## config.mk

```make
export PLATFORM = sky130hd
export DESIGN_NAME = typographic_substitution_stream
export DESIGN_NICKNAME = d
export VERILOG_FILES = /design/src/hdl/tss_pkg.sv /design/src/hdl/tss_front.sv /design/src/hdl/tss_queue.sv /design/src/hdl/tss_back.sv /design/src/hdl/typographic_substitution_stream.sv
export SDC_FILE = /design/constraint.sdc
export NUM_CORES = 1
export LEC_CHECK = 0
export ABC_CLOCK_PERIOD_IN_PS = 6400
export BUFFER_PORTS_ARGS = -buffer_cell sky130_fd_sc_hd__buf_2
export CAP_MARGIN = 30
export CORE_MARGIN = 2
export CORE_UTILIZATION = 54
export CTS_CLUSTER_SIZE = 30
export DETAILED_ROUTE_END_ITERATION = 10
export HOLD_SLACK_MARGIN = 0.06
export PLACE_DENSITY = 0.7
export SLEW_MARGIN = 25
export SYNTH_ARGS = -nofsm -noshare
export SYNTH_HDL_FRONTEND = slang
export SYNTH_HIERARCHICAL = 1
export SYNTH_SLANG_ARGS = --single-unit
```

## constraint.sdc

```tcl
create_clock -name clk -period 6.4 [get_ports clk]
set_input_delay 0.32 -clock clk [delete_from_list [all_inputs] [get_ports clk]]
set_output_delay 0.32 -clock clk [all_outputs]
set_load 0.005 [all_outputs]
```

## src/hdl/tss_pkg.sv

```systemverilog
`default_nettype none
// ============================================================================
// tss_pkg
// Types, character codes and substitution tables for the typographic
// substitution stream.
// ============================================================================
package tss_pkg;

    localparam int WIN_DEPTH = 8;
    localparam int NUM_PAT   = 20;

    localparam logic [7:0] CH_SQ  = 8'h27;
    localparam logic [7:0] CH_DQ  = 8'h22;
    localparam logic [7:0] CH_LT  = 8'h3C;
    localparam logic [7:0] CH_GT  = 8'h3E;
    localparam logic [7:0] CH_AMP = 8'h26;

    typedef struct packed {
        logic       kind;
        logic [7:0] in_byte;
        logic       run_end;
    } tss_in_t;

    typedef struct packed {
        logic [7:0] out_byte;
        logic       last_out;
    } tss_out_t;

    typedef enum logic [1:0] {
        OP_TEXT  = 2'd0,
        OP_FLUSH = 2'd1,
        OP_PARA  = 2'd2
    } tss_op_t;

    typedef struct packed {
        tss_op_t    op;
        logic [7:0] data;
    } tss_cmd_t;

    typedef struct packed {
        logic     valid;
        tss_cmd_t cmd;
    } tss_link_t;

    typedef logic [WIN_DEPTH-1:0][7:0] tss_win_t;

    typedef enum logic [3:0] {
        ENT_NONE,
        ENT_RSQUO,
        ENT_MDASH,
        ENT_NDASH,
        ENT_HELLIP,
        ENT_COPY,
        ENT_REG,
        ENT_TRADE,
        ENT_FRAC34,
        ENT_FRAC12,
        ENT_FRAC14
    } tss_ent_t;

    // body is right-aligned, first char in the highest used byte
    typedef struct packed {
        logic       lead;
        logic [2:0] n;
        logic [63:0] body;
        tss_ent_t   ent;
        logic [2:0] skip;
    } pat_t;

    // right-aligned text, len bytes
    typedef struct packed {
        logic [63:0] text;
        logic [3:0]  len;
    } tss_str_t;

    function automatic logic is_boundary(input logic [7:0] c);
        return (c == 8'd32) || (c >= 8'd9 && c <= 8'd13) ||
               (c >= 8'd33 && c <= 8'd47) || (c >= 8'd58 && c <= 8'd64) ||
               (c >= 8'd91 && c <= 8'd96) || (c >= 8'd123 && c <= 8'd126);
    endfunction

    function automatic logic [7:0] to_lower(input logic [7:0] c);
        return (c >= 8'h41 && c <= 8'h5A) ? c + 8'd32 : c;
    endfunction

    function automatic pat_t pat_entry(input logic [4:0] k);
        pat_t p;
        p = '{1'b0, 3'd0, 64'd0, ENT_NONE, 3'd0};
        case (k)
            5'd0:  p = '{1'b0, 3'd3, 64'("'s>"),     ENT_RSQUO,  3'd0};
            5'd1:  p = '{1'b0, 3'd3, 64'("'t>"),     ENT_RSQUO,  3'd0};
            5'd2:  p = '{1'b0, 3'd4, 64'("'re>"),    ENT_RSQUO,  3'd0};
            5'd3:  p = '{1'b0, 3'd4, 64'("'ll>"),    ENT_RSQUO,  3'd0};
            5'd4:  p = '{1'b0, 3'd4, 64'("'ve>"),    ENT_RSQUO,  3'd0};
            5'd5:  p = '{1'b0, 3'd3, 64'("'m>"),     ENT_RSQUO,  3'd0};
            5'd6:  p = '{1'b0, 3'd3, 64'("'d>"),     ENT_RSQUO,  3'd0};
            5'd7:  p = '{1'b0, 3'd2, 64'("--"),      ENT_MDASH,  3'd1};
            5'd8:  p = '{1'b1, 3'd2, 64'("->"),      ENT_NDASH,  3'd0};
            5'd9:  p = '{1'b0, 3'd3, 64'("..."),     ENT_HELLIP, 3'd2};
            5'd10: p = '{1'b0, 3'd5, 64'(". . ."),   ENT_HELLIP, 3'd4};
            5'd11: p = '{1'b0, 3'd3, 64'("(c)"),     ENT_COPY,   3'd2};
            5'd12: p = '{1'b0, 3'd3, 64'("(r)"),     ENT_REG,    3'd2};
            5'd13: p = '{1'b0, 3'd4, 64'("(tm)"),    ENT_TRADE,  3'd3};
            5'd14: p = '{1'b1, 3'd4, 64'("3/4>"),    ENT_FRAC34, 3'd2};
            5'd15: p = '{1'b1, 3'd7, 64'("3/4ths>"), ENT_FRAC34, 3'd2};
            5'd16: p = '{1'b1, 3'd4, 64'("1/2>"),    ENT_FRAC12, 3'd2};
            5'd17: p = '{1'b1, 3'd4, 64'("1/4>"),    ENT_FRAC14, 3'd2};
            5'd18: p = '{1'b1, 3'd6, 64'("1/4th>"),  ENT_FRAC14, 3'd2};
            5'd19: p = '{1'b0, 3'd4, 64'("&#0;"),    ENT_NONE,   3'd3};
            default: p = '{1'b0, 3'd0, 64'd0, ENT_NONE, 3'd0};
        endcase
        return p;
    endfunction

    function automatic tss_str_t ent_text(input tss_ent_t e);
        tss_str_t s;
        s = '{64'd0, 4'd0};
        unique case (e)
            ENT_RSQUO:  s = '{64'("&rsquo;"),  4'd7};
            ENT_MDASH:  s = '{64'("&mdash;"),  4'd7};
            ENT_NDASH:  s = '{64'("&ndash;"),  4'd7};
            ENT_HELLIP: s = '{64'("&hellip;"), 4'd8};
            ENT_COPY:   s = '{64'("&copy;"),   4'd6};
            ENT_REG:    s = '{64'("&reg;"),    4'd5};
            ENT_TRADE:  s = '{64'("&trade;"),  4'd7};
            ENT_FRAC34: s = '{64'("&frac34;"), 4'd8};
            ENT_FRAC12: s = '{64'("&frac12;"), 4'd8};
            ENT_FRAC14: s = '{64'("&frac14;"), 4'd8};
            default:    s = '{64'd0, 4'd0};
        endcase
        return s;
    endfunction

    function automatic tss_str_t esc_text(input logic [7:0] c);
        tss_str_t s;
        s = '{{56'd0, c}, 4'd1};
        if (c == CH_LT)       s = '{64'("&lt;"),   4'd4};
        else if (c == CH_GT)  s = '{64'("&gt;"),   4'd4};
        else if (c == CH_AMP) s = '{64'("&amp;"),  4'd5};
        else if (c == CH_DQ)  s = '{64'("&quot;"), 4'd6};
        return s;
    endfunction

    function automatic tss_str_t quote_text(input logic open, input logic single);
        tss_str_t s;
        logic [7:0] rl;
        logic [7:0] sd;
        rl = open ? 8'h72 : 8'h6C;
        sd = single ? 8'h73 : 8'h64;
        s = '{{8'd0, CH_AMP, rl, sd, 32'("quo;")}, 4'd7};
        return s;
    endfunction

    // a set lead flag needs a boundary before the head; trailing '>' a boundary after
    function automatic logic pat_match(input pat_t p, input tss_win_t w,
                                       input logic [3:0] fill, input logic have_prev,
                                       input logic [7:0] prev);
        logic       res;
        logic       done;
        logic [7:0] ch;
        logic [7:0] c;
        res  = 1'b1;
        done = 1'b0;
        ch   = 8'd0;
        if (p.lead && (!have_prev || !is_boundary(prev)))
        begin
            res  = 1'b0;
            done = 1'b1;
        end
        for (int j = 0; j < WIN_DEPTH - 1; j++)
        begin
            c = to_lower(w[j]);
            if (!done && j < int'(p.n))
            begin
                ch = p.body[8*(int'(p.n)-1-j) +: 8];
                if (j >= int'(fill))
                begin
                    res  = (ch == CH_GT);
                    done = 1'b1;
                end
                else if (ch == CH_GT)
                begin
                    res  = is_boundary(c);
                    done = 1'b1;
                end
                else if (c != ch)
                begin
                    res  = 1'b0;
                    done = 1'b1;
                end
            end
        end
        return res;
    endfunction

endpackage
`default_nettype wire

```

## src/hdl/tss_front.sv

```systemverilog
`default_nettype none
// ============================================================================
// tss_front
// Input stage: takes words, sorts them into text, run flush or paragraph end.
// ============================================================================
module tss_front (
    input  wire logic              clk,
    input  wire logic              rst_n,
    input  wire logic              in_valid,
    output logic                   in_stall,
    input  wire tss_pkg::tss_in_t  in_word,
    output tss_pkg::tss_link_t     cmd,
    input  wire logic              q_full
);
    import tss_pkg::*;

    logic     cmd_valid_reg, cmd_valid_next;
    tss_cmd_t cmd_reg, cmd_next;
    logic     take;

    assign in_stall = cmd_valid_reg && q_full;
    assign take     = in_valid && !in_stall;

    always_comb
    begin
        cmd_valid_next = cmd_valid_reg && q_full;
        cmd_next       = cmd_reg;
        if (take)
        begin
            cmd_valid_next = 1'b1;
            cmd_next.data  = in_word.in_byte;
            if (in_word.kind)
                cmd_next.op = OP_PARA;
            else if (in_word.run_end)
                cmd_next.op = OP_FLUSH;
            else
                cmd_next.op = OP_TEXT;
        end
    end

    always_ff @(posedge clk or negedge rst_n)
    begin
        if (!rst_n)
            cmd_valid_reg <= 1'b0;
        else
            cmd_valid_reg <= cmd_valid_next;
    end

    always_ff @(posedge clk)
    begin
        cmd_reg <= cmd_next;
    end

    assign cmd.valid = cmd_valid_reg;
    assign cmd.cmd   = cmd_reg;

endmodule
`default_nettype wire

```

## src/hdl/tss_queue.sv

```systemverilog
`default_nettype none
// ============================================================================
// tss_queue
// Short command queue between the front and back stages.
// ============================================================================
module tss_queue #(
    parameter int DEPTH = 4
) (
    input  wire logic                clk,
    input  wire logic                rst_n,
    input  wire tss_pkg::tss_link_t  push,
    output logic                     full,
    output tss_pkg::tss_link_t       head,
    input  wire logic                pop
);
    import tss_pkg::*;

    localparam int AW = (DEPTH > 1) ? $clog2(DEPTH) : 1;
    localparam int CW = $clog2(DEPTH + 1);

    tss_cmd_t        mem [DEPTH];
    logic [AW-1:0]   wr_ptr_reg, rd_ptr_reg;
    logic [CW-1:0]   count_reg;
    logic            push_en;

    assign full    = (count_reg == CW'(DEPTH));
    assign push_en = push.valid && !full;

    assign head.valid = (count_reg != '0);
    assign head.cmd   = mem[rd_ptr_reg];

    always_ff @(posedge clk)
    begin
        if (push_en)
            mem[wr_ptr_reg] <= push.cmd;
    end

    always_ff @(posedge clk or negedge rst_n)
    begin
        if (!rst_n)
        begin
            wr_ptr_reg <= '0;
            rd_ptr_reg <= '0;
            count_reg  <= '0;
        end
        else
        begin
            if (push_en)
                wr_ptr_reg <= (wr_ptr_reg == AW'(DEPTH - 1)) ? '0 : wr_ptr_reg + 1'b1;
            if (pop)
                rd_ptr_reg <= (rd_ptr_reg == AW'(DEPTH - 1)) ? '0 : rd_ptr_reg + 1'b1;
            if (push_en && !pop)
                count_reg <= count_reg + 1'b1;
            else if (pop && !push_en)
                count_reg <= count_reg - 1'b1;
        end
    end

    a_no_pop_empty: assert property (@(posedge clk) disable iff (!rst_n)
        pop |-> (count_reg != '0))
        else $error("pop from empty queue");

endmodule
`default_nettype wire

```

## src/hdl/tss_back.sv

```systemverilog
`default_nettype none
// ============================================================================
// tss_back
// Render engine: lookahead window, pattern match, entity emission.
// ============================================================================
module tss_back (
    input  wire logic                clk,
    input  wire logic                rst_n,
    input  wire tss_pkg::tss_link_t  head,
    output logic                     pop,
    input  wire logic                smart_mode,
    output logic                     out_valid,
    input  wire logic                out_stall,
    output tss_pkg::tss_out_t        out_word
);
    import tss_pkg::*;

    typedef enum logic [3:0] {
        S_FETCH  = 4'b0001,
        S_RENDER = 4'b0010,
        S_EMIT   = 4'b0100,
        S_DONE   = 4'b1000
    } state_t;

    state_t      state_reg, state_next;
    tss_win_t    win_reg, win_next;
    logic [3:0]  fill_reg, fill_next;
    logic [7:0]  prev_reg, prev_next;
    logic        have_prev_reg, have_prev_next;
    logic [2:0]  skip_reg, skip_next;
    logic        sq_open_reg, sq_open_next;
    logic        dq_open_reg, dq_open_next;
    logic        flush_reg, flush_next;
    logic [3:0]  rem_reg, rem_next;
    logic [63:0] buf_reg, buf_next;
    logic        hold_valid_reg, hold_valid_next;
    logic [7:0]  hold_byte_reg, hold_byte_next;
    logic        out_valid_reg, out_valid_next;
    tss_out_t    out_word_reg, out_word_next;

    // render decision for the window head
    logic [NUM_PAT-1:0] hit_vec;
    logic [4:0]         hit_idx;
    pat_t               hit_pat;
    logic [7:0]         head_byte;
    logic               dq_ok, sq_ok;
    tss_str_t           dec_str;
    logic [2:0]         dec_skip;
    logic               dec_dq_flip, dec_sq_flip;

    logic               out_free;
    logic               push_out;
    tss_out_t           push_word;
    logic [2:0]         emit_idx;

    assign head_byte = win_reg[0];

    always_comb
    begin
        for (int k = 0; k < NUM_PAT; k++)
            hit_vec[k] = pat_match(pat_entry(5'(k)), win_reg, fill_reg, have_prev_reg, prev_reg);
        hit_idx = '0;
        for (int k = NUM_PAT - 1; k >= 0; k--)
            if (hit_vec[k])
                hit_idx = 5'(k);
        hit_pat = pat_entry(hit_idx);
    end

    always_comb
    begin
        dq_ok = dq_open_reg ? !(fill_reg > 4'd1 && !is_boundary(win_reg[1]))
                            : !(have_prev_reg && !is_boundary(prev_reg));
        sq_ok = sq_open_reg ? !(fill_reg > 4'd1 && !is_boundary(win_reg[1]))
                            : !(have_prev_reg && !is_boundary(prev_reg));
        dec_skip    = (skip_reg != 3'd0) ? skip_reg - 3'd1 : 3'd0;
        dec_dq_flip = 1'b0;
        dec_sq_flip = 1'b0;
        priority if (skip_reg != 3'd0)
            dec_str = '{64'd0, 4'd0};
        else if (smart_mode && (hit_vec != '0))
        begin
            dec_str  = ent_text(hit_pat.ent);
            dec_skip = hit_pat.skip;
        end
        else if (smart_mode && head_byte == CH_DQ && dq_ok)
        begin
            dec_str     = quote_text(dq_open_reg, 1'b0);
            dec_dq_flip = 1'b1;
        end
        else if (smart_mode && head_byte == CH_SQ && sq_ok)
        begin
            dec_str     = quote_text(sq_open_reg, 1'b1);
            dec_sq_flip = 1'b1;
        end
        else
            dec_str = esc_text(head_byte);
    end

    assign out_free = !out_valid_reg || !out_stall;
    assign emit_idx = 3'(rem_reg - 4'd1);

    always_comb
    begin
        state_next      = state_reg;
        win_next        = win_reg;
        fill_next       = fill_reg;
        prev_next       = prev_reg;
        have_prev_next  = have_prev_reg;
        skip_next       = skip_reg;
        sq_open_next    = sq_open_reg;
        dq_open_next    = dq_open_reg;
        flush_next      = flush_reg;
        rem_next        = rem_reg;
        buf_next        = buf_reg;
        hold_valid_next = hold_valid_reg;
        hold_byte_next  = hold_byte_reg;
        push_out        = 1'b0;
        push_word       = '{hold_byte_reg, 1'b0};
        pop             = 1'b0;

        unique case (state_reg)
            S_FETCH:
            begin
                if (head.valid)
                begin
                    pop = 1'b1;
                    if (head.cmd.op == OP_PARA)
                    begin
                        sq_open_next = 1'b0;
                        dq_open_next = 1'b0;
                    end
                    else
                    begin
                        win_next[fill_reg[2:0]] = head.cmd.data;
                        fill_next  = fill_reg + 4'd1;
                        flush_next = (head.cmd.op == OP_FLUSH);
                        if (head.cmd.op == OP_FLUSH || fill_reg == 4'(WIN_DEPTH - 1))
                            state_next = S_RENDER;
                    end
                end
            end
            S_RENDER:
            begin
                win_next       = win_reg >> 8;
                fill_next      = fill_reg - 4'd1;
                prev_next      = head_byte;
                have_prev_next = 1'b1;
                skip_next      = dec_skip;
                dq_open_next   = dq_open_reg ^ dec_dq_flip;
                sq_open_next   = sq_open_reg ^ dec_sq_flip;
                buf_next       = dec_str.text;
                rem_next       = dec_str.len;
                if (dec_str.len != 4'd0)
                    state_next = S_EMIT;
                else if (flush_reg && fill_reg > 4'd1)
                    state_next = S_RENDER;
                else
                    state_next = S_DONE;
            end
            S_EMIT:
            begin
                if (!hold_valid_reg || out_free)
                begin
                    push_out        = hold_valid_reg;
                    hold_valid_next = 1'b1;
                    hold_byte_next  = buf_reg[{emit_idx, 3'b000} +: 8];
                    rem_next        = rem_reg - 4'd1;
                    if (rem_reg == 4'd1)
                        state_next = (flush_reg && fill_reg != 4'd0) ? S_RENDER : S_DONE;
                end
            end
            S_DONE:
            begin
                if (!hold_valid_reg || out_free)
                begin
                    push_out        = hold_valid_reg;
                    push_word       = '{hold_byte_reg, 1'b1};
                    hold_valid_next = 1'b0;
                    if (flush_reg)
                    begin
                        prev_next      = 8'd0;
                        have_prev_next = 1'b0;
                        skip_next      = 3'd0;
                    end
                    state_next = S_FETCH;
                end
            end
            default:
                state_next = S_FETCH;
        endcase

        out_valid_next = out_valid_reg;
        out_word_next  = out_word_reg;
        if (out_free)
        begin
            out_valid_next = push_out;
            if (push_out)
                out_word_next = push_word;
        end
    end

    always_ff @(posedge clk or negedge rst_n)
    begin
        if (!rst_n)
        begin
            state_reg      <= S_FETCH;
            fill_reg       <= 4'd0;
            prev_reg       <= 8'd0;
            have_prev_reg  <= 1'b0;
            skip_reg       <= 3'd0;
            sq_open_reg    <= 1'b0;
            dq_open_reg    <= 1'b0;
            flush_reg      <= 1'b0;
            rem_reg        <= 4'd0;
            hold_valid_reg <= 1'b0;
            out_valid_reg  <= 1'b0;
        end
        else
        begin
            state_reg      <= state_next;
            fill_reg       <= fill_next;
            prev_reg       <= prev_next;
            have_prev_reg  <= have_prev_next;
            skip_reg       <= skip_next;
            sq_open_reg    <= sq_open_next;
            dq_open_reg    <= dq_open_next;
            flush_reg      <= flush_next;
            rem_reg        <= rem_next;
            hold_valid_reg <= hold_valid_next;
            out_valid_reg  <= out_valid_next;
        end
    end

    always_ff @(posedge clk)
    begin
        win_reg       <= win_next;
        buf_reg       <= buf_next;
        hold_byte_reg <= hold_byte_next;
        out_word_reg  <= out_word_next;
    end

    assign out_valid = out_valid_reg;
    assign out_word  = out_word_reg;

    a_fill_range: assert property (@(posedge clk) disable iff (!rst_n)
        fill_reg <= 4'(WIN_DEPTH))
        else $error("window overfilled");

    a_hold_empty_fetch: assert property (@(posedge clk) disable iff (!rst_n)
        (state_reg == S_FETCH) |-> !hold_valid_reg)
        else $error("held word left over at item boundary");

    a_emit_has_bytes: assert property (@(posedge clk) disable iff (!rst_n)
        (state_reg == S_EMIT) |-> (rem_reg != 4'd0))
        else $error("emit with nothing left");

endmodule
`default_nettype wire

```

## src/hdl/typographic_substitution_stream.sv

```systemverilog
`default_nettype none
// ============================================================================
// typographic_substitution_stream
// Text bytes in, HTML bytes out, with optional typographic substitution.
// ============================================================================
//
//   channel   direction   payload     handshake
//   -------   ---------   ---------   ------------------------
//   in        input       tss_in_t    in_valid / in_stall
//   out       output      tss_out_t   out_valid / out_stall
//   cfg       input       smart_mode  cfg_we (no stall)
//
// steps: a word that renders nothing is only fetched in the back stage; a word
//   that renders is fetched, then each window byte is rendered and its entity
//   (0 to 8 bytes) emitted, then it finishes; single-byte emit sets the rate
// reset: rst_n clears the window fill, quote flags, queue and sets smart_mode
// stalls: the front register and queue keep taking words while the back stage
//   emits; out_stall holds the output register, the held byte and the emitter
//
module typographic_substitution_stream #(
    parameter int QUEUE_DEPTH = 4
) (
    input  wire logic              clk,
    input  wire logic              rst_n,
    input  wire logic              in_valid,
    output logic                   in_stall,
    input  wire tss_pkg::tss_in_t  in_word,
    output logic                   out_valid,
    input  wire logic              out_stall,
    output tss_pkg::tss_out_t      out_word,
    input  wire logic              cfg_we,
    input  wire logic              cfg_wdata
);
    import tss_pkg::*;

    // mode bit, sampled as each byte leaves the window head
    logic      smart_mode_reg;

    tss_link_t front_cmd;
    tss_link_t q_head;
    logic      q_full;
    logic      q_pop;

    always_ff @(posedge clk or negedge rst_n)
    begin
        if (!rst_n)
            smart_mode_reg <= 1'b1;
        else if (cfg_we)
            smart_mode_reg <= cfg_wdata;
    end

    // classify incoming words
    tss_front u_front (
        .clk      (clk),
        .rst_n    (rst_n),
        .in_valid (in_valid),
        .in_stall (in_stall),
        .in_word  (in_word),
        .cmd      (front_cmd),
        .q_full   (q_full)
    );

    // decouples intake from rendering
    tss_queue #(
        .DEPTH (QUEUE_DEPTH)
    ) u_queue (
        .clk   (clk),
        .rst_n (rst_n),
        .push  (front_cmd),
        .full  (q_full),
        .head  (q_head),
        .pop   (q_pop)
    );

    // window, matching and emission
    tss_back u_back (
        .clk        (clk),
        .rst_n      (rst_n),
        .head       (q_head),
        .pop        (q_pop),
        .smart_mode (smart_mode_reg),
        .out_valid  (out_valid),
        .out_stall  (out_stall),
        .out_word   (out_word)
    );

endmodule
`default_nettype wire
```

==> results.tsv, run 1 <==
stage	metric	value	unit
outcome	outcome	finished, final reports clean	
layout	Final Core Density	60.5	%
floorplan	Top-Level Pins	27	
sta	setup violators final	0	
sta	Peak Freq	170	MHz
clock_tree	Gates resized, CTS repair	0	
sta	Final Skew	0.0169	ns
grt	number of global-route vias before repair	10069	
clock_tree	Post-CTS Setup Inserts	0	
layout	Largest register FFs	56	
synthesis	ys flop type	edfxtp_1	
worst_setup_path	most frequent CP cell	and2_1	
synthesis	Distinct cells, synth	101	
grt	largest net degree at the start of global routing	74	
floorplan	chip height	159	µm
routing	Via density	6.53	
synthesis	Mapped Area	13000	µm²
grt	gr usage total	28.1	%
floorplan	Initial Util	55.1	%
placement	DP Wirelength	25700	µm
clock_tree	CTS tree	yes	
power	leakage power	5.14	nW
clock_tree	Clk Latency, worst-skew pair	0.53	ns
synthesis	Post-synth ARST share	18.2	%
synthesis	synth cell count leaders	edfxtp_1, nand2_1, o21ai_0	
synthesis	top cells by area, synth	edfxtp_1, dfrtp_1, nand2_1, ha_1, o21ai_0	
routing	DRC marker count from the first detailed-route iteration	1109	
synthesis	Warnings, synthesis	6	
sta	Final Max Tran Viols	0	
synthesis	Synth top area share	39.5	%
worst_setup_path	delay-heaviest family, CP	compound AO/OA/AOI/OAI gates	
floorplan	Die ar.	25300	µm²
sta	slew of the pin with the lowest slew margin	0.949	ns
placement	# port buffers	26	
routing	DR vias	10672	
sta	unrepaired setup endpoints after global routing	false	
worst_hold_path	Min-Delay Path Class	in -> reg	
layout	layout cells sized above 1	11.8	%
clock_tree	TritonCTS buffer count	23	
worst_setup_path	worst endpoint required time	6.82	ns
worst_setup_path	crit-path max cell delay	0.71	ns
clock_tree	Sink Count	209	
grt	initial antenna violation count	0	
synthesis	Synth area leader	edfxtp_1	
layout	Syn-to-layout area delta	9.63	%
worst_setup_path	Buffers & Inverters on Critical Path	2	
sta	crit share post-route	91.8	%
power	P per Cell Area	400	nW/µm²
synthesis	synthesized flop and latch total	209	
layout	nets	1355	
worst_setup_path	Slowest-stage cell, CP	a2111oi_2	
synthesis	Post-Synthesis Cells	1287	
floorplan	FP Rows	56	
floorplan	core area	23500	µm²
sta	setup_tns	0	ns
synthesis	cell with the most instances after synthesis	edfxtp_1	
layout	# diodes	0	
power	Max VDD drop	0.319	mV
job	MaxCap Viol Count	0	
synthesis	register area share after synthesis	46.9	%
clock_tree	Root Buffer	clkbuf_16	
synthesis	Synth Area per Inst	10.1	µm²
sta	hold slack final	0.147	ns
placement	gp weighted congestion	1.04	
sta	Final WS setup	0.523	ns
worst_setup_path	peak fanout along the critical path	11	
clock_tree	Clock transition at path regs	0.06	ns
worst_setup_path	critical path startpoint category	register	
clock_tree	H-tree levels	1	
sta	Tmin final	5.88	ns
grt	GRT overflow	0	
routing	wire per inst	21.9	µm
synthesis	syn nets	1342	
synthesis	EDFF count, synth	171	
clock_tree	Bufs on Longest Clock Path	3	
grt	global-route wire length before repair	57000	µm
routing	drt total wl	35800	µm
placement	post-place setup slack	0.678	ns
routing	Pre-antenna DRT Iters	6	
routing	DRC Markers	0	
worst_setup_path	CP Capture Type	register	
worst_setup_path	CP Cell Sequence	inv_1, ha_1, nor2b_1, o211ai_1, or3_1, or4_1, a2111oi_2, o21ai_2, and2_1, ha_1, and2_1, o32a_1, inv_1, ha_1, and2_1, and2_1, o21ai_1, o211ai_1, a21o_1	
worst_setup_path	CP arrival	6.30	ns
worst_setup_path	crit path kind	reg -> reg	
sta	Final Hold Vio Count	0	
floorplan	Chip Width	159	µm
routing	Antenna Nets Post-Route	0	
sta	Slew Limit Headroom	36.4	%
## worst reg2reg max path, stage by stage (launching register included)
cell and delay, ns:
dfrtp_1 0.57, inv_1 0.20, ha_1 0.25, nor2b_1 0.16
o211ai_1 0.09, or3_1 0.43, or4_1 0.53, a2111oi_2 0.71
o21ai_2 0.27, and2_1 0.26, ha_1 0.33, and2_1 0.15
o32a_1 0.35, inv_1 0.14, ha_1 0.24, and2_1 0.15
and2_1 0.17, o21ai_1 0.33, o211ai_1 0.23, a21o_1 0.22
## cell type report
cell class              count  area, µm²
fillers                  1973       9310
multi-input cells         955       6400
flip-flops and latches    209       6090
clock buffers              28        594
repair buffers             60        430
well taps                 319        399
inverters                  51        193
clock inverters            13        130
## kinds of logic after synthesis
family,Yosys count,share of synthesized area (%)
xor gates and xnor gates,10,0.675
AOI/OAI and AO/OA,373,20.0
adders and majority gates,39,3.82
and+or+nand+nor,498,20.4
DFF,209,46.9
muxes,35,4.33
buffers and inverters,123,3.90
## stage by stage
step	instances	total power [mW]	cell area [µm²]
after global routing	1635	6.03	14200
after global placement	1577	4.34	13300
after CTS	1633	5.69	14200
after floorplan	1287	3.71	13000
final	1635	5.70	14200
after detailed placement	1578	4.38	13300
## timing repair
action	CTS	global route
endpoints found under the hold margin	48	0
hold buffers	14	0
endpoints found under the setup margin	0	0
## routing by layer
layer / global-route usage (%) / up-vias / wire length, µm
li1: - / 4965 / -
met3: 3.80 / 52 / 2670
met4: 6.40 / 0 / 748
met5: 0 / - / 0
met1: 40.9 / 5167 / 15900
met2: 45.1 / 488 / 16500
## report_power, final
part           leakage, nW  switching [mW]  internal, mW  total (mW)
logic                 2.74            1.31         0.779        2.09
clock network        0.351           0.540         0.745        1.28
registers             2.05           0.431          1.89        2.32
total                 5.14            2.28          3.42        5.70
## worst paths after layout
| kind | start | endpoint | slack, ns | cells past startpoint |
|---|---|---|---|---|
| worst max-delay path | u_back/fill_reg[0] | u_back/state_reg[2] | 0.52 | 19 |
| worst min-delay path | in_word[0] | u_front/cmd[8] | 0.15 | 2 |
| worst max register to register | u_back/fill_reg[0] | u_back/state_reg[2] | 0.52 | 19 |
| worst min register to register | u_back/hold_byte_reg[0] | u_back/out_word[1] | 0.42 | 0 |
| max in group asynchronous | rst_n | u_back/rem_reg[0] | 5.66 | 3 |
| min in group asynchronous | rst_n | u_back/hold_valid_reg | 0.26 | 2 |
## cells in the final DEF (no fill, tap or decap), types with 24 or more instances in the layout
master and count:
nor3_1 36, inv_1 49, ha_1 38, nor4_1 24, buf_2 27, a21oi_1 59, nand2_1 156, o21ai_0 90
o22ai_1 26, edfxtp_1 171, dfrtp_1 35, nor2_1 79, nand3_1 25
Power figures use the tool's default switching activity.
==> run 2: changes to the inputs <==
- CELL_PAD_IN_SITES_DETAIL_PLACEMENT: default -> 0
- CELL_PAD_IN_SITES_GLOBAL_PLACEMENT: default -> 1
- CORE_UTILIZATION: 54 -> 51
- PLACE_DENSITY: 0.7 -> default
- PLACE_DENSITY_LB_ADDON: default -> 0.1
==> results.tsv, run 2 (same netlist as run 1, synthesis figures left out) <==
stage	metric	value	unit	change
routing	Pre-antenna DRT Iters	6		unchanged
grt	largest net degree at the start of global routing	81		+9.5%
sta	unrepaired setup endpoints after global routing	false		
clock_tree	Clk Latency, worst-skew pair	0.52	ns	about the same
layout	most common cell after layout, fill and taps aside	edfxtp_1		
floorplan	Initial Util	51.7	%	-3.4 points
worst_setup_path	most frequent CP cell	and2_1		
worst_setup_path	Buffers & Inverters on Critical Path	2		unchanged
grt	initial antenna violation count	1		+1
routing	DRC Markers	0		unchanged
sta	Final Skew	0.0125	ns	-0.00441 ns
routing	drt total wl	37200	µm	+3.9%
clock_tree	Sink Count	209		unchanged
layout	layout cells sized above 1	11.8	%	+0.027 points
floorplan	chip height	164	µm	+2.8%
worst_setup_path	crit-path max cell delay	0.71	ns	about the same
worst_setup_path	CP Cell Sequence	inv_1, ha_1, nor2b_1, o211ai_1, or3_1, or4_1, a2111oi_2, o21ai_2, and2_1, ha_1, and2_1, o32a_1, inv_1, ha_1, and2_1, and2_1, o21ai_1, o211ai_1, a21o_1		
sta	Slew Limit Headroom	34.5	%	-1.9 points
floorplan	Die ar.	26800	µm²	+5.7%
sta	crit share post-route	92.7	%	+0.92 points
clock_tree	Bufs on Longest Clock Path	3		unchanged
worst_setup_path	CP arrival	6.35	ns	+0.05 ns
worst_hold_path	Min-Delay Path Class	in -> reg		
power	P per Cell Area	407	nW/µm²	+1.5%
layout	Syn-to-layout area delta	9.86	%	
layout	Fillers	2205		+12%
worst_setup_path	worst endpoint required time	6.81	ns	about the same
worst_setup_path	delay-heaviest family, CP	compound AO/OA/AOI/OAI gates		
grt	global-route wire length before repair	57700	µm	+1.2%
power	overall power	5.80	mW	+1.7%
sta	Final Max Tran Viols	0		unchanged
placement	Placed Instance Area	13400	µm²	about the same
clock_tree	Gates resized, CTS repair	0		unchanged
grt	number of global-route vias before repair	10095		+0.26%
grt	gr usage total	27.7	%	-0.40 points
clock_tree	Clock transition at path regs	0.06	ns	about the same
clock_tree	Root Buffer	clkbuf_16		
clock_tree	CTS tree	yes		
floorplan	Top-Level Pins	27		unchanged
clock_tree	TritonCTS buffer count	23		unchanged
placement	# port buffers	26		unchanged
sta	slew of the pin with the lowest slew margin	0.977	ns	+0.0278 ns
worst_setup_path	crit path kind	reg -> reg		
sta	setup_tns	0	ns	unchanged
sta	setup violators final	0		unchanged
placement	gp weighted congestion	0.980		-5.3%
worst_setup_path	CP Capture Type	register		
placement	DP Wirelength	26500	µm	+3.2%
layout	# diodes	0		unchanged
power	leakage power	5.15	nW	+0.10%
routing	DRC marker count from the first detailed-route iteration	1088		-1.9%
worst_setup_path	Slowest-stage cell, CP	a2111oi_2		
power	Max VDD drop	0.304	mV	-4.8%
layout	Largest register FFs	56		unchanged
floorplan	FP Rows	58		+3.6%
sta	Tmin final	5.94	ns	+0.0586 ns
layout	most frequent cells in the layout	edfxtp_1, nand2_1, o21ai_0		
worst_setup_path	critical path startpoint category	register		
routing	Via density	6.47		-0.87%
layout	nets	1353		-0.15%
sta	Final Hold Vio Count	0		unchanged
floorplan	Chip Width	164	µm	+2.8%
worst_setup_path	flop2flop setup slack	0.46	ns	-0.06 ns
job	MaxCap Viol Count	0		unchanged
sta	Peak Freq	168	MHz	-0.99%
outcome	outcome	finished, final reports clean		
grt	GRT overflow	0		unchanged
routing	Antenna Nets Post-Route	0		unchanged
worst_setup_path	peak fanout along the critical path	11		unchanged
clock_tree	H-tree levels	1		unchanged
routing	DR vias	10631		-0.38%
floorplan	core area	25100	µm²	+6.7%
layout	Final Core Density	56.8	%	-3.7 points
layout	Finished Cell Area	14300	µm²	+0.21%
routing	wire per inst	22.6	µm	+3.4%
[run 2: final timing paths]
kind,startpoint,end,cells after the start
worst min register to register,u_back/hold_byte_reg[1],u_back/out_word[2],0
worst max register to register,u_back/fill_reg[0],u_back/state_reg[2],19
worst max-delay path,u_back/fill_reg[0],u_back/state_reg[2],19
min in group asynchronous,rst_n,u_back/state_reg[2],2
max in group asynchronous,rst_n,smart_mode_reg,2
worst min-delay path,in_word[0],u_front/cmd[8],2
[run 2: what timing repair did]
item | CTS | global route
buffers inserted | 0 | 0
hold buffers | 14 | 0
hold endpoints to repair | 48 | 0
[run 2: report_power, final]
| group | leakage (nW) | internal, mW | switching [mW] |
|---|---|---|---|
| clock | 0.369 | 0.822 | 0.533 |
| combinational | 2.73 | 0.778 | 1.35 |
| sequential | 2.05 | 1.89 | 0.419 |
| total | 5.15 | 3.49 | 2.31 |
[run 2: stage by stage]
step,hold slack (ns),setup WS (ns),instances
3_3_place_gp,0.402,0.871,1587
2_1_floorplan,0.0244,1.42,1287
3_5_place_dp,0.407,0.666,1589
5_1_grt,0.139,0.257,1643
6_report,0.127,0.465,1643
4_1_cts,0.109,0.594,1643
[run 2: cell type report]
type                       instances  area, µm²  area share, %
multi-input combinational        955       6400           44.9
inverter                          51        193           1.35
timing repair buffer              58        405           2.84
clock buffer                      29        598           4.19
clock inverter                    11        164           1.15
tap                              330        413           2.89
sequential                       209       6090           42.7
[run 2: metal layers]
layer	vias up	global-route usage (%)	wire length, µm
met4	0	7.54	931
met3	77	5.76	2930
met2	419	43.9	17000
met1	5162	38.7	16400
met5	-	0	0
li1	4973	-	-
==> run 3: changes to the inputs <==
- ABC_CLOCK_PERIOD_IN_PS: 6400 -> 7300
- CORE_UTILIZATION: 51 -> 54
- CTS_BUF_LIST: default -> sky130_fd_sc_hd__clkbuf_2 sky130_fd_sc_hd__clkbuf_4 sky130_fd_sc_hd__clkbuf_8
- clock period: 6.4 -> 7.3 ns (I/O delays scaled with it)
==> results.tsv, run 3 (same netlist as run 1, synthesis figures left out) <==
stage	metric	value	unit	change
clock_tree	Root Buffer	clkbuf_8		
worst_setup_path	peak fanout along the critical path	17		+6
worst_setup_path	crit path kind	reg -> reg		
worst_setup_path	reg2reg start	u_back/fill_reg[0]		
worst_setup_path	delay-heaviest family, CP	compound AO/OA/AOI/OAI gates		
grt	initial antenna violation count	0		-1
clock_tree	TritonCTS buffer count	37		+61%
placement	Placed Instance Area	13300	µm²	-0.53%
layout	Largest register FFs	56		unchanged
routing	DRC Markers	0		unchanged
layout	Finished Cell Area	14200	µm²	-0.36%
sta	crit share post-route	82.2	%	-11 points
placement	DP Wirelength	25600	µm	-3.6%
clock_tree	Bufs on Longest Clock Path	3		unchanged
clock_tree	CTS tree	yes		
floorplan	Initial Util	55.1	%	+3.4 points
worst_hold_path	Min-Delay Path Class	in -> reg		
placement	post-place setup slack	1.43	ns	+0.768 ns
layout	most frequent cells in the layout	edfxtp_1, nand2_1, o21ai_0		
sta	setup_tns	0	ns	unchanged
power	P per Cell Area	351	nW/µm²	-14%
sta	Final WS setup	1.30	ns	+0.838 ns
worst_setup_path	worst endpoint required time	7.73	ns	+0.92 ns
sta	setup violators final	0		unchanged
grt	largest net degree at the start of global routing	59		-27%
grt	gr usage total	28.4	%	+0.75 points
sta	Tmin final	6.00	ns	+0.0618 ns
layout	# diodes	0		unchanged
power	leakage power	5.16	nW	+0.18%
layout	Syn-to-layout area delta	9.46	%	
floorplan	core area	23500	µm²	-6.2%
worst_setup_path	CP Cell Sequence	inv_1, ha_1, nor4b_1, o211ai_1, nor4_1, o211ai_1, o31ai_1, a2111oi_0, o211ai_1, inv_1, ha_1, or2_2, a21oi_2, mux2_1, a2bb2oi_2, nand2_1, a22o_1		
clock_tree	Sink Count	209		unchanged
sta	Final Max Tran Viols	0		unchanged
clock_tree	cts hold-fix bufs	13		-1
sta	slew of the pin with the lowest slew margin	1.07	ns	+0.0936 ns
clock_tree	Clock transition at path regs	0.06	ns	about the same
grt	GRT overflow	0		unchanged
worst_setup_path	critical path startpoint category	register		
clock_tree	Gates resized, CTS repair	0		unchanged
routing	wire per inst	22.0	µm	-2.8%
floorplan	Chip Width	159	µm	-2.7%
layout	nets	1360		+0.52%
grt	global-route wire length before repair	57300	µm	-0.65%
clock_tree	Post-CTS Setup Inserts	0		unchanged
clock_tree	H-tree levels	2		+1
power	Max VDD drop	0.217	mV	-29%
worst_setup_path	R2R Path End	u_back/rem_reg[1]		
worst_setup_path	R2R depth	17		-2
sta	Final Hold Vio Count	0		unchanged
worst_hold_path	Hold Path Cell Cnt	2		unchanged
placement	# port buffers	26		unchanged
worst_setup_path	most frequent CP cell	o211ai_1		
placement	gp weighted congestion	0.985		+0.51%
worst_setup_path	CP Capture Type	register		
sta	hold slack final	0.0922	ns	-0.0344 ns
floorplan	Top-Level Pins	27		unchanged
layout	most common cell after layout, fill and taps aside	edfxtp_1		
routing	DRC marker count from the first detailed-route iteration	1059		-2.7%
layout	layout cells sized above 1	13.2	%	+1.4 points
sta	Peak Freq	167	MHz	-1.0%
worst_setup_path	CP arrival	6.42	ns	+0.07 ns
worst_setup_path	Slowest-stage cell, CP	nor4b_1		
worst_setup_path	Buffers & Inverters on Critical Path	2		unchanged
routing	Pre-antenna DRT Iters	7		+1
outcome	outcome	finished, final reports clean		
sta	unrepaired setup endpoints after global routing	false		
floorplan	chip height	159	µm	-2.7%
routing	Via density	6.52		+0.70%
grt	number of global-route vias before repair	10381		+2.8%
job	MaxCap Viol Count	0		unchanged
routing	drt total wl	36400	µm	-2.2%
routing	Antenna Nets Post-Route	0		unchanged
worst_setup_path	crit-path max cell delay	0.91	ns	+0.20 ns
clock_tree	Clk Latency, worst-skew pair	0.54	ns	+0.02 ns
routing	DR vias	10771		+1.3%
worst_hold_path	worst hold start	cfg_we		
worst_hold_path	Hold Path End	smart_mode_reg		
floorplan	FP Rows	56		-3.4%
power	overall power	4.99	mW	-14%
floorplan	Die ar.	25300	µm²	-5.4%
sta	Final Skew	0.0228	ns	+0.0103 ns
sta	Slew Limit Headroom	27.6	%	-6.9 points
worst_setup_path	flop2flop setup slack	1.30	ns	+0.84 ns
run 3: worst max path at each step:
stage	startpoint	end	slack (ns)	depth (start not counted)
2_1_floorplan	u_back/fill_reg[0]	u_back/buf_reg[10]	2.32	17
3_3_place_gp	u_back/win_reg[13]	u_back/state_reg[2]	1.64	21
3_5_place_dp	u_back/win_reg[13]	u_back/state_reg[2]	1.43	21
4_1_cts	u_back/win_reg[13]	u_back/state_reg[2]	1.46	21
5_1_grt	u_back/win_reg[13]	u_back/state_reg[2]	0.92	21
6_report	u_back/fill_reg[0]	u_back/rem_reg[1]	1.30	17
run 3: per-stage QoR:
step	instances	utilization [%]
after floorplan	1287	-
after global placement	1569	56.4
after detailed placement	1570	56.4
after CTS	1651	60.3
after global routing	1653	60.4
final	1653	60.4
run 3: cell type report:
class	instances	area [µm²]
clock inverters	17	149
inverters	51	193
multi-input cells	955	6390
fillers	2017	9330
flip-flops and latches	209	6090
clock buffers	51	627
well taps	319	399
repair buffers	51	363
run 3: metal layers:
metal | global-route usage, % | routed length (µm) | vias to the layer above
met5 | 0 | 0 | -
met4 | 8.39 | 857 | 0
met3 | 5.37 | 2830 | 85
met2 | 44.6 | 16600 | 472
met1 | 40.5 | 16100 | 5218
li1 | - | - | 4996
run 3: where the power goes:
| part | total (mW) | internal (mW) | switching, mW |
|---|---|---|---|
| Sequential | 2.04 | 1.66 | 0.377 |
| Clock | 1.13 | 0.638 | 0.492 |
| Combinational | 1.83 | 0.670 | 1.16 |
| Total | 4.99 | 2.97 | 2.03 |
